File: config.mk
export PLATFORM = sky130hd
export DESIGN_NAME = touch_zone_key_mask_debounce_top
export DESIGN_NICKNAME = d
export VERILOG_FILES = /design/src/tzkm_pkg.sv /design/src/tzkm_cfg_regs.sv /design/src/tzkm_core.sv /design/src/touch_zone_key_mask_debounce_top.sv
export SDC_FILE = /design/constraint.sdc
export NUM_CORES = 1
export LEC_CHECK = 0
export ABC_AREA = 1
export BUFFER_PORTS_ARGS = -buffer_cell sky130_fd_sc_hd__buf_2
export CORE_ASPECT_RATIO = 0.9
export CORE_MARGIN = 1.5
export CORE_UTILIZATION = 55
export CTS_BUF_LIST = sky130_fd_sc_hd__clkbuf_2 sky130_fd_sc_hd__clkbuf_4 sky130_fd_sc_hd__clkbuf_8
export DETAILED_ROUTE_END_ITERATION = 8
export PLACE_DENSITY = 0.78
export SYNTH_ARGS = -nofsm -noshare
export SYNTH_HDL_FRONTEND = slang
export SYNTH_HIERARCHICAL = 1
export SYNTH_SLANG_ARGS = --single-unit
File: constraint.sdc
create_clock -name clk -period 3.7 [get_ports clk]
set_clock_uncertainty 0.1 [all_clocks]
set_input_delay 0 -clock clk [delete_from_list [all_inputs] [get_ports clk]]
set_output_delay 0 -clock clk [all_outputs]
set_load 0.1 [all_outputs]
File: src/tzkm_pkg.sv
// ----------------------------------------------------------------------------
// tzkm_pkg
// Shared types and constants for the touch zone key mask debounce block.
// ----------------------------------------------------------------------------
`default_nettype none

package tzkm_pkg;

  // Operation codes carried by an input beat.
  localparam logic [1:0] OP_TOUCH = 2'd0;
  localparam logic [1:0] OP_FRAME = 2'd1;
  localparam logic [1:0] OP_TICK  = 2'd2;
  // The remaining code is unused and leaves the state alone.
  localparam logic [1:0] OP_UNUSED = 2'd3;

  // Configuration register indexes.
  localparam int unsigned CFG_IDX_W = 3;
  localparam logic [CFG_IDX_W-1:0] CFG_ZONE_ONE_END   = 3'd0;
  localparam logic [CFG_IDX_W-1:0] CFG_ZONE_TWO_END   = 3'd1;
  localparam logic [CFG_IDX_W-1:0] CFG_ZONE_THREE_END = 3'd2;
  localparam logic [CFG_IDX_W-1:0] CFG_SQUARE_CENTER  = 3'd3;
  localparam logic [CFG_IDX_W-1:0] CFG_TOUCH_FLOOR    = 3'd4;
  localparam logic [CFG_IDX_W-1:0] CFG_DEBOUNCE_TICKS = 3'd5;
  localparam logic [CFG_IDX_W-1:0] CFG_SENSOR_ENABLE  = 3'd6;
  localparam int unsigned CFG_DATA_W = 16;

  // Reset values of the configuration registers.
  localparam logic [11:0] RST_ZONE_ONE_END   = 12'd800;
  localparam logic [11:0] RST_ZONE_TWO_END   = 12'd1600;
  localparam logic [11:0] RST_ZONE_THREE_END = 12'd2400;
  localparam logic [11:0] RST_SQUARE_CENTER  = 12'd896;
  localparam logic [15:0] RST_TOUCH_FLOOR    = 16'd500;
  localparam logic [9:0]  RST_DEBOUNCE_TICKS = 10'd30;
  localparam logic [3:0]  RST_SENSOR_ENABLE  = 4'hF;

  typedef struct packed {
    logic [1:0]  op;
    logic [1:0]  channel;
    logic [11:0] pos_x;
    logic [11:0] pos_y;
    logic [15:0] touch_size;
  } in_item_t;

  typedef struct packed {
    logic [15:0] debounced_mask;
    logic [15:0] raw_mask;
    logic        changed;
  } out_item_t;

  typedef struct packed {
    logic [11:0] zone_one_end;
    logic [11:0] zone_two_end;
    logic [11:0] zone_three_end;
    logic [11:0] square_center;
    logic [15:0] touch_floor;
    logic [9:0]  debounce_ticks;
    logic [3:0]  sensor_enable;
  } cfg_t;

endpackage

`default_nettype wire

File: src/tzkm_cfg_regs.sv
// ----------------------------------------------------------------------------
// tzkm_cfg_regs
// Configuration register file, written through the cfg beat handshake.
// ----------------------------------------------------------------------------
`default_nettype none

module tzkm_cfg_regs (
  input  wire logic                           clk,
  input  wire logic                           rst_n,
  input  wire logic                           wr_en,
  input  wire logic [tzkm_pkg::CFG_IDX_W-1:0] wr_index,
  input  wire logic [tzkm_pkg::CFG_DATA_W-1:0] wr_data,
  output tzkm_pkg::cfg_t                      cfg
);
  import tzkm_pkg::*;

  cfg_t cfg_r;
  cfg_t cfg_nxt;

  // Decode the index and replace the addressed field; unknown indexes are dropped.
  always_comb begin
    cfg_nxt = cfg_r;
    if (wr_en) begin
      unique case (wr_index)
        CFG_ZONE_ONE_END:   cfg_nxt.zone_one_end   = wr_data[11:0];
        CFG_ZONE_TWO_END:   cfg_nxt.zone_two_end   = wr_data[11:0];
        CFG_ZONE_THREE_END: cfg_nxt.zone_three_end = wr_data[11:0];
        CFG_SQUARE_CENTER:  cfg_nxt.square_center  = wr_data[11:0];
        CFG_TOUCH_FLOOR:    cfg_nxt.touch_floor    = wr_data[15:0];
        CFG_DEBOUNCE_TICKS: cfg_nxt.debounce_ticks = wr_data[9:0];
        CFG_SENSOR_ENABLE:  cfg_nxt.sensor_enable  = wr_data[3:0];
        default: ;
      endcase
    end
  end

  always_ff @(posedge clk) begin
    if (!rst_n) begin
      cfg_r.zone_one_end   <= RST_ZONE_ONE_END;
      cfg_r.zone_two_end   <= RST_ZONE_TWO_END;
      cfg_r.zone_three_end <= RST_ZONE_THREE_END;
      cfg_r.square_center  <= RST_SQUARE_CENTER;
      cfg_r.touch_floor    <= RST_TOUCH_FLOOR;
      cfg_r.debounce_ticks <= RST_DEBOUNCE_TICKS;
      cfg_r.sensor_enable  <= RST_SENSOR_ENABLE;
    end else begin
      cfg_r <= cfg_nxt;
    end
  end

  assign cfg = cfg_r;

endmodule

`default_nettype wire

File: src/tzkm_core.sv
// ----------------------------------------------------------------------------
// tzkm_core
// Key mapping, frame accumulation and restart-timer debounce state.
// ----------------------------------------------------------------------------
`default_nettype none

module tzkm_core (
  input  wire logic                clk,
  input  wire logic                rst_n,
  input  wire tzkm_pkg::cfg_t      cfg,
  input  wire logic                step,
  input  wire tzkm_pkg::in_item_t  item,
  output tzkm_pkg::out_item_t      result
);
  import tzkm_pkg::*;

  logic [15:0] frame_mask_r, frame_mask_nxt;
  logic [15:0] raw_state_r, raw_state_nxt;
  logic [15:0] stable_state_r, stable_state_nxt;
  logic        pending_r, pending_nxt;
  logic [9:0]  count_r, count_nxt;
  logic        changed;

  logic [1:0]  zone;
  logic [1:0]  quad;
  logic [3:0]  bit_idx;
  logic        hit;

  // Zone along a bar: the first bound the position lies below wins.
  always_comb begin
    if (item.pos_x < cfg.zone_one_end) begin
      zone = 2'd0;
    end else if (item.pos_x < cfg.zone_two_end) begin
      zone = 2'd1;
    end else if (item.pos_x < cfg.zone_three_end) begin
      zone = 2'd2;
    end else begin
      zone = 2'd3;
    end
  end

  // Square quadrant and the resulting button index.
  assign quad    = {item.pos_y >= cfg.square_center, item.pos_x >= cfg.square_center};
  assign bit_idx = (item.channel == 2'd0) ? {quad, 2'b00} : {zone, item.channel};
  assign hit     = cfg.sensor_enable[item.channel] && (item.touch_size >= cfg.touch_floor);

  // Next state for one beat.
  always_comb begin
    frame_mask_nxt   = frame_mask_r;
    raw_state_nxt    = raw_state_r;
    stable_state_nxt = stable_state_r;
    pending_nxt      = pending_r;
    count_nxt        = count_r;
    changed          = 1'b0;
    unique case (item.op)
      OP_TOUCH: begin
        if (hit) begin
          frame_mask_nxt = frame_mask_r | (16'd1 << bit_idx);
        end
      end
      OP_FRAME: begin
        if (frame_mask_r != raw_state_r) begin
          raw_state_nxt = frame_mask_r;
          pending_nxt   = 1'b1;
          count_nxt     = cfg.debounce_ticks;
        end
        frame_mask_nxt = '0;
      end
      OP_TICK: begin
        if (pending_r) begin
          // A count of zero or one expires on this tick.
          if (count_r <= 10'd1) begin
            count_nxt   = '0;
            pending_nxt = 1'b0;
            if (raw_state_r != stable_state_r) begin
              stable_state_nxt = raw_state_r;
              changed          = 1'b1;
            end
          end else begin
            count_nxt = count_r - 10'd1;
          end
        end
      end
      default: ;
    endcase
  end

  always_ff @(posedge clk) begin
    if (!rst_n) begin
      frame_mask_r   <= '0;
      raw_state_r    <= '0;
      stable_state_r <= '0;
      pending_r      <= 1'b0;
      count_r        <= '0;
    end else if (step) begin
      frame_mask_r   <= frame_mask_nxt;
      raw_state_r    <= raw_state_nxt;
      stable_state_r <= stable_state_nxt;
      pending_r      <= pending_nxt;
      count_r        <= count_nxt;
    end
  end

  assign result.debounced_mask = stable_state_nxt;
  assign result.raw_mask       = raw_state_nxt;
  assign result.changed        = changed;

endmodule

`default_nettype wire

File: src/touch_zone_key_mask_debounce_top.sv
// A beat is held in the input register and moves into the result register once
// that is free or being drained. Throughput: one beat per cycle while the result
// is not stalled; the state update is a single pass of compares. A stalled result
// holds the input register, so at most two beats wait inside.
// Reset: synchronous active-low rst_n clears the masks, the debounce countdown
// and both pipeline valids, and loads the configuration defaults.
// ----------------------------------------------------------------------------
// touch_zone_key_mask_debounce_top
// Turns touch reports, frame ends and ticks into a debounced button mask.
// ----------------------------------------------------------------------------
`default_nettype none

module touch_zone_key_mask_debounce_top (
  input  wire logic                            clk,
  input  wire logic                            rst_n,
  input  wire logic                            in_valid,
  output logic                                 in_ready,
  input  wire tzkm_pkg::in_item_t              in_data,
  output logic                                 out_valid,
  input  wire logic                            out_ready,
  output tzkm_pkg::out_item_t                  out_data,
  input  wire logic                            cfg_valid,
  output logic                                 cfg_ready,
  input  wire logic [tzkm_pkg::CFG_IDX_W-1:0]  cfg_index,
  input  wire logic [tzkm_pkg::CFG_DATA_W-1:0] cfg_data
);
  import tzkm_pkg::*;

  cfg_t      cfg;
  in_item_t  in_r;
  logic      in_vld_r;
  out_item_t out_r;
  logic      out_vld_r;
  out_item_t result;
  logic      advance;

  assign cfg_ready = 1'b1;

  tzkm_cfg_regs u_cfg (
    .clk      (clk),
    .rst_n    (rst_n),
    .wr_en    (cfg_valid),
    .wr_index (cfg_index),
    .wr_data  (cfg_data),
    .cfg      (cfg)
  );

  // The held beat moves on when the result register is free or being drained.
  assign advance  = in_vld_r && (!out_vld_r || out_ready);
  assign in_ready = !in_vld_r || advance;

  tzkm_core u_core (
    .clk    (clk),
    .rst_n  (rst_n),
    .cfg    (cfg),
    .step   (advance),
    .item   (in_r),
    .result (result)
  );

  // Input register.
  always_ff @(posedge clk) begin
    if (!rst_n) begin
      in_vld_r <= 1'b0;
    end else if (in_ready) begin
      in_vld_r <= in_valid;
    end
  end

  always_ff @(posedge clk) begin
    if (in_ready && in_valid) begin
      in_r <= in_data;
    end
  end

  // Result register.
  always_ff @(posedge clk) begin
    if (!rst_n) begin
      out_vld_r <= 1'b0;
    end else if (advance) begin
      out_vld_r <= 1'b1;
    end else if (out_ready) begin
      out_vld_r <= 1'b0;
    end
  end

  always_ff @(posedge clk) begin
    if (advance) begin
      out_r <= result;
    end
  end

  assign out_valid = out_vld_r;
  assign out_data  = out_r;

endmodule

`default_nettype wire

---- Yosys cells after proc, flatten, opt, wreduce, memory -nomap -nowiden ----
Cells that the tools add are included.
cells by class
  div/mod/pow operators ................... 0
  bitwise gates (word level) .............. 1
  $add $sub $neg .......................... 1
  magnitude comparators ................... 8
  reduce and logical (&&, ||, !) cells .... 24
  equal/unequal tests ..................... 13
  muxes and demuxes ....................... 25
  multipliers ............................. 0
  shifts and indexed selects .............. 1
operators with widths
  kind                                                   count
  two-way mux 16 bit                                     7
  less-than comparator 12 bit                            3
  != test 16 bit                                         2
  case mux 16 bit (2 select lines)                       1
  two-way mux 10 bit                                     3
  >= comparator 12 bit                                   2
  case mux 10 bit (2 select lines)                       1
  >= comparator 16 bit                                   1
  OR 16 bit                                              1
  left shift 1 x 4 -> 16 bit (first input constant)      1
  AND reduction 2 bit                                    7
  <= comparator 10 x 1 -> 1 bit (second input constant)  1
  subtractor 10 x 1 -> 10 bit (second input constant)    1
  equality test 3 bit (second input constant)            3
  AND reduction 3 bit                                    3
  two-way mux 1 bit                                      8
  equality test 3 x 2 -> 1 bit (second input constant)   2
  != test 2 x 1 -> 1 bit (second input constant)         3
  nonzero test 2 bit                                     3
  zero test 2 bit                                        2
  two-way mux 2 bit                                      2
  two-way mux 4 bit                                      1
  AND reduction 4 bit                                    1
  equality test 3 x 1 -> 1 bit (second input constant)   1
  9 further kinds                                        13
storage, ports and cells
  memory bits (read-only) ................. 0
  logic and storage cells ................. 95
  latch bits .............................. 0
  input bits .............................. 68
  memory bits (writable) .................. 0
  register bits ........................... 216
  memories ................................ 0

---- Longest topological paths before layout ----
Gate-level depths: netlist of the first run.
  word-level depth ........................ 9
  mapped depth ............................ 17
  mapped depth without buffers ............ 17

---- By module ----
The synthesis of the first run kept the hierarchy.
modules (own cells, without submodules)
  module                            times used  cells each  seq. area each (µm²)  area each (µm²)
  tzkm_core                         1           903         1,181.1               5,694.2
  tzkm_cfg_regs                     1           427         1,561.5               3,072.9
  touch_zone_key_mask_debounce_top  1           92          2,352.3               2,418.6

---- Least setup slack after synthesis of the first run ----
No wires, ideal clock.
  path type ............................... reg-to-reg
  start ................................... register out_vld_r (netlist: out_valid)
  end ..................................... register u_core.frame_mask_r[13]
  buffers on the path ..................... 0
  stages on the path, launching flop included .. 10
  slack ................................... -0.286 ns
  setup time .............................. 0.065 ns
  data required time ...................... 3.535 ns
  arrival time ............................ 3.821 ns
  cell sequence ........................... dfxtp_1 a21oi_1 inv_2 nor3_2 nand2_1 nand2_2 nand2_1 nor2_1 nor2_1 nor2_1
on the way
  cells in the longest elaborated chain, start to end .. 4
ends and longest elaborated chain
  item                                  line                                    RTL
  start: declaration                    touch_zone_key_mask_debounce_top.sv:33  logic out_vld_r;
  start signal: assignment              touch_zone_key_mask_debounce_top.sv:79  out_vld_r <= 1'b0;
  start signal: assignment              touch_zone_key_mask_debounce_top.sv:81  out_vld_r <= 1'b1;
  start signal: assignment              touch_zone_key_mask_debounce_top.sv:83  out_vld_r <= 1'b0;
  zero test 1 bit                       touch_zone_key_mask_debounce_top.sv:49  assign advance = in_vld_r && (!out_vld_r || out_ready);
  logical OR 1 bit                      touch_zone_key_mask_debounce_top.sv:49
  logical AND 1 bit                     touch_zone_key_mask_debounce_top.sv:49
  net advance                           touch_zone_key_mask_debounce_top.sv:35  logic advance;
  AND reduction 3 bit (no source line)  --
  end signal: assignment                tzkm_core.sv:96                         frame_mask_r <= frame_mask_nxt;
  end: declaration                      tzkm_core.sv:17                         logic [15:0] frame_mask_r, frame_mask_nxt;
The timed path passes the listed nets, and every way through them passes these cells.
A chain may end at the register's enable or synchronous reset.

---- Worst setup path after layout of the first run ----
  start ................................... input cfg_index[1] (netlist name)
  end ..................................... register u_cfg.cfg_r, in the netlist u_cfg/cfg[64]
on the way
  cells in the longest elaborated chain, start to end .. 2
ends and longest elaborated chain
  item                                  line                                    RTL
  start: declaration                    touch_zone_key_mask_debounce_top.sv:24  input wire logic [tzkm_pkg::CFG_IDX_W-1:0] cfg_index,
  equality test 3 x 1 -> 1 bit          tzkm_cfg_regs.sv:24                     unique case (wr_index)
  AND reduction 2 bit (no source line)  --
  end signal: assignment                tzkm_cfg_regs.sv:47                     cfg_r <= cfg_nxt;
  end: declaration                      tzkm_cfg_regs.sv:17                     cfg_t cfg_r;
No other way between the ends.

==> run metrics, run 1 <==
Slew HR 0.284; status finished clean; number of buffers created by CTS 37; Iter 0 DRT Violations 831; Detailed Routing Iterations Pass 1 5; Synth cell types 43; max-slew violation count 0; Clock Path Buffers 3; number of gates resized after cts 0; H-tree Lvls 2; largest area contributor in the netlist dfxtp_1; most common cell after layout, fill and taps aside nand2_1; Wirelength per Cell 15.2 µm; max incr delay on CP 0.58 ns; Layout Area Growth over Synthesis 20.1%; sw frac 0.275; Final setup viols 0; syn_nets 1565; Syn Inst Count 1422; Internal 4.24 mW; Final period util 0.640; combinational fraction of design power 0.146; die area 21200 µm²; Initial Utilization 0.560; Nets 1744; Worst path top cell family by delay buffers and inverters; Mapped Area 11200 µm²; Highest Clock Rate 422 MHz; worst skew pair latency 0.54 ns; DRC 0; startpoint types primary input; Max VDD drop 0.000409 V; max cap viols 0; first-pass GRT wire length 46000 µm; dpl ws 1.56 ns; routed vias 9945; final worst slack 1.33 ns; slowest CP cell dlygate4sd3_1; Seq pwr share 0.448; DP Wirelength 18700 µm; clock-pin transition on the worst setup and hold timing paths 0.06 ns; FP Rows 49; commonest non-fill, non-tap cells in the layout nand2_1 (356), inv_1 (159), nor2_1 (151), dfxtp_1 (139), buf_2 (102); share of cells above drive strength 1 0.150; antenna violations before repair 0; slew of the pin with the lowest slew margin 1.07 ns; setup TNS 0 ns; pwr/cell area 436 nW/µm²; CTS tree built; Crit path arrival time 2.75 ns; IO Count 104; most used cell, CP dlygate4sd3_1; Filler cells 1662; mean area per synthesized cell 7.87 µm²; Required @ worst endpoint 4.08 ns; overall routing resource usage 0.271; CP Buf/Inv Count 5; GPL Wtd Cong 0.914; Final Hold Fails 0; Core Region 20000 µm²; crit end category flop; ranking of synthesized cells by area dfxtp_1 (25%), edfxtp_1 (21%), nand2_1 (12%); IO Port Bufs 102; vias per inst 5.28; Die W 153 µm; Clock Power Share 0.407; Switch Pwr 1.61 mW; crit-path max FO 12; largest net degree at the start of global routing 92; number of global-route vias before repair 9462; Crit Path Class in -> reg; total clock sinks 216; RSZ-0062 raised after global routing false; #FFs+latches synth 216; antenna cells 0; Tmin final 2.37 ns; Synth top area share 0.249; Lkg Pwr 6.11 nW; CTS Root Cell clkbuf_8; Seq/Total Area, Yosys 0.455; routed wire length 28600 µm; Die H 138 µm; Critical Path, Cell by Cell dlygate4sd3_1, buf_2, inv_2, nand2_1, nor2_2, nand2_1, dlygate4sd3_1, nand3_1, dlygate4sd3_1; Final ANT Viol Nets 0; GRT overflow 0; Synth Warn # 6; Hold Crit Class in -> reg
==> kinds of logic (layout without fill, tap and decap cells) <==
group,after synthesis,after routing,synth area share
simple gates,656,656,0.248
buf+inv,241,448,0.0897
flops,216,216,0.455
compound gates,202,202,0.0988
fa+ha+maj,75,75,0.0839
xor+xnor,31,31,0.0243
other cells,1,1,0.000335
==> power groups by stage <==
stage | Clock, mW | Sequential (mW) | Combinational, mW
after floorplan | 0 | 2.77 | 0.485
after global placement | 0 | 2.67 | 0.757
after detailed placement | 0 | 2.67 | 0.773
after CTS | 2.41 | 2.62 | 0.837
after global routing | 2.52 | 2.63 | 0.938
final | 2.38 | 2.62 | 0.853
==> flip-flops by register name (all words and copies together), names as in the netlist, 10 cells and up <==
signal                 cells
u_core/stable_state_r     16
in_r                      44
u_core/count_r            10
u_cfg/cfg                 78
u_core/raw_state_r        16
out_data                  33
u_core/frame_mask_r       16
==> layer usage <==
| layer | track usage | routed length (µm) | vias up |
|---|---|---|---|
| met1 | 0.345 | 12200 | 4525 |
| met2 | 0.460 | 13500 | 394 |
| met3 | 0.0442 | 2070 | 69 |
| met4 | 0.107 | 824 | 0 |
| li1 | - | - | 4957 |
| met5 | 0 | 0 | - |
==> final cells by class <==
class	instances	area (µm²)	share of cell area
inverters	192	721	0.0537
well taps	255	319	0.0238
clock buffers	64	787	0.0586
repair buffers	189	1360	0.102
flip-flops and latches	216	5090	0.379
multi-input cells	965	5100	0.380
clock inverters	3	42.5	0.00317
==> per-stage QoR <==
stage          power [mW]  area, µm²  hold slack, ns  cells   util
6_report             5.86      13400          0.0784   1884  0.672
3_3_place_gp         3.42      11800          0.0772   1737  0.590
4_1_cts              5.86      13400          0.0479   1884  0.672
5_1_grt              6.09      13400          0.0659   1884  0.672
2_1_floorplan        3.26      11200        -0.00113   1422      -
3_5_place_dp         3.44      11800          0.0781   1737  0.590
==> synth_stat cells, drive strengths merged <==
master / n
nand2: 363
inv: 190
nor2: 167
dfxtp: 139
o21ai: 99
nand3: 97
a21oi: 87
edfxtp: 77
ha: 75
buf: 36
xor2: 17
nand4: 14
xnor2: 14
clkbuf: 13
nor3: 5
nand3b: 4
nor4: 4
o22ai: 4
a21o: 2
a22oi: 2
and2: 2
clkinv: 2
o21bai: 2
a21boi: 1
a41oi: 1
conb: 1
o211ai: 1
o21a: 1
o2bb2ai: 1
o41ai: 1
==> worst reg2reg max path: cells and delay by family (launching register included) <==
| family | cells | cell delay [ns] |
|---|---|---|
| simple gates | 9 | 0.91 |
| compound gates | 1 | 0.42 |
| flops | 1 | 0.33 |
| fa+ha+maj | 1 | 0.28 |
| buf+inv | 1 | 0.07 |
==> worst paths after layout <==
kind / startpoint / to / slack (ns) / cells after the start
max: cfg_index[1] / u_cfg/cfg[64] / 1.33 / 9
max reg2reg: u_cfg/cfg[32] / u_core/frame_mask_r[15] / 1.51 / 12
min: in_data[30] / in_r[30] / 0.08 / 2
min reg2reg: u_cfg/cfg[2] / u_cfg/cfg[2] / 0.36 / 2
==> what timing repair did <==
item,in CTS,in global routing
setup endpoints to repair,0,0
endpoints found under the hold margin,125,0
buffers inserted,0,0
hold buffers,80,0
No activity file was read; power rests on OpenSTA's default activity.
==> run 2: changes to the inputs <==
==> constraint.sdc (replaced) <==
create_clock -name clk -period 2.1 [get_ports clk]
set_clock_uncertainty 0.1 [all_clocks]
set_input_delay 0 -clock clk [delete_from_list [all_inputs] [get_ports clk]]
set_output_delay 0 -clock clk [all_outputs]
set_load 0.1 [all_outputs]
==> run 2 against run 1 <==
  * Global-route usage is 0.60 points higher
  * Highest routed layer unchanged
  * First-iteration DRC count grew 2.5%
  * Critical path type is now reg -> reg
  * Largest power group unchanged
  * Utilization is 2.9 points higher
  * Non-clock buffer count is 47 higher
  * Sequential cell count stayed put
  * The flow now finishes with violations (negative setup slack)
==> run metrics, run 2 (synthesized netlist as in run 1, its figures left out) <==
status complete, but fails checks; failing checks negative setup slack; Internal 7.36 mW (+73%); IO Port Bufs 102 (unchanged); Core Region 20000 µm² (unchanged); GRT overflow 0 (unchanged); Placed Area 12000 µm² (+1.3%); Pwr Total 10.3 mW (+76%); final worst slack -0.0742 ns (-1.41 ns); max reg flops 78 (unchanged); Required @ worst endpoint 2.47 ns (-1.61 ns); commonest non-fill, non-tap cells in the layout nand2_1 (347), inv_1 (158), nor2_1 (145), dfxtp_1 (137), buf_2 (102); Highest Clock Rate 460 MHz; slew of the pin with the lowest slew margin 1.13 ns (+0.0532 ns); Filler cells 1528 (-8.1%); Final period util 1.04; RSZ-0062 raised after global routing true; crit-path max FO 8 (-4); CTS tree built; Layout Area Growth over Synthesis 25.2%; Crit path arrival time 2.54 ns (-0.21 ns); number of global-route vias before repair 9568 (+1.1%); clock-pin transition on the worst setup and hold timing paths 0.07 ns (about the same); vias per inst 5.33 (+0.98%); Detailed Routing Iterations Pass 1 6 (+1); Lkg Pwr 6.31 nW (+3.3%); Max VDD drop 0.000753 V (+84%); Final ANT Viol Nets 0 (unchanged); Clock Path Buffers 3 (unchanged); Iter 0 DRT Violations 852 (+2.5%); CTS Root Cell clkbuf_8; DRC 0 (unchanged); share of cells above drive strength 1 0.179 (+0.0282); worst skew pair latency 0.56 ns (+0.02 ns); routed vias 10.3k (+3.7%); total clock sinks 216 (unchanged); Die H 138 µm (unchanged); post-route cell area 14000 µm² (+4.2%); combinational fraction of design power 0.161 (+0.015); Nets 1793 (+2.8%); IO Count 104 (unchanged); Core Util, Final 0.700 (+0.0285); multi-input logic area 5250 µm² (+3.0%); die area 21200 µm² (unchanged); crit end category flop; Slew HR 0.249 (-0.0355); sw frac 0.287 (+0.0121); startpoint types flop; GPL Wtd Cong 0.898 (-1.8%); pwr/cell area 737 nW/µm² (+69%); Final Hold Fails 0 (unchanged); Switch Pwr 2.97 mW (+84%); Initial Utilization 0.560 (unchanged); DP Wirelength 19200 µm (+2.2%); first-pass GRT wire length 47000 µm (+2.2%); number of buffers created by CTS 38 (+2.7%); most common cell after layout, fill and taps aside nand2_1; max-slew violation count 0 (unchanged); Seq pwr share 0.447 (about the same); antenna violations before repair 0 (unchanged); FP Rows 49 (unchanged); routed wire length 30200 µm (+5.5%); Sequential cell area 5100 µm² (+0.15%); overall routing resource usage 0.277 (+0.00602); Hold Crit Class in -> reg; Final setup viols 13 (+13); Wirelength per Cell 15.6 µm (+2.7%); H-tree Lvls 2 (unchanged); Die W 153 µm (unchanged); Crit Path Class reg -> reg; antenna cells 0 (unchanged); Tmin final 2.17 ns; Clock Power Share 0.392 (-0.015); max cap viols 0 (unchanged); largest net degree at the start of global routing 46 (-50%)
-- run 2: area by class of cell --
type,instances,share of cell area
clock buffers,56,0.0497
clock inverters,14,0.00697
inverters,192,0.0519
multi-input cells,966,0.375
flip-flops and latches,216,0.364
well taps,255,0.0228
repair buffers,236,0.129
-- run 2: routing by layer --
metal | part of all wire | global-route usage
met4 | 0.029 | 0.113
met2 | 0.48 | 0.472
met5 | 0 | 0
met1 | 0.41 | 0.348
met3 | 0.076 | 0.0473
-- run 2: final timing paths --
kind / to / from / slack [ns] / depth (start not counted)
hold reg to reg: u_cfg/cfg[8] / u_cfg/cfg[8] / 0.36 / 2
setup / recovery: u_core/frame_mask_r[1] / in_r[31] / -0.07 / 10
hold / removal: u_cfg/cfg[33] / cfg_index[1] / 0.04 / 6
setup reg to reg: u_core/frame_mask_r[1] / in_r[31] / -0.07 / 10
-- run 2: what timing repair did --
| action | in CTS | in global routing |
|---|---|---|
| buffers inserted | 1 | 11 |
| hold buffers | 97 | 3 |
| pin swaps | 9 | 9 |
| hold endpoints to repair | 134 | 17 |
| gates cloned | 0 | 1 |
| resized for setup | 2 | 28 |
| endpoints found under the setup margin | 4 | 56 |
-- run 2: through the flow --
| step | setup WS (ns) | instances | hold slack [ns] | TNS (ns) |
|---|---|---|---|---|
| global placement | 0.0303 | 1753 | 0.0767 | 0 |
| floorplan | -0.102 | 1422 | -0.00113 | -5.07 |
| finish | -0.0742 | 1935 | 0.0370 | -0.512 |
| detailed placement | -0.0189 | 1753 | 0.0781 | -0.0218 |
| global route | -0.237 | 1935 | 0.0648 | -2.45 |
| CTS | -0.00978 | 1921 | 0.00677 | -0.0149 |
-- run 2: critical path: stages (launching register included) --
cell,delay (ns)
edfxtp_1,0.49
ha_1,0.34
a21oi_1,0.22
nand2_2,0.14
nand2_1,0.08
nand3_1,0.12
nor2_2,0.18
nor2_4,0.09
nor2_1,0.13
nand2_1,0.08
a21oi_1,0.12
-- run 2: power groups by stage --
stage | clock network [mW] | registers, mW | logic [mW]
after floorplan | 0 | 4.89 | 0.859
after global placement | 0 | 4.70 | 1.35
after detailed placement | 0 | 4.71 | 1.38
after CTS | 4.08 | 4.62 | 1.51
after global routing | 4.28 | 4.63 | 1.81
final | 4.05 | 4.62 | 1.66
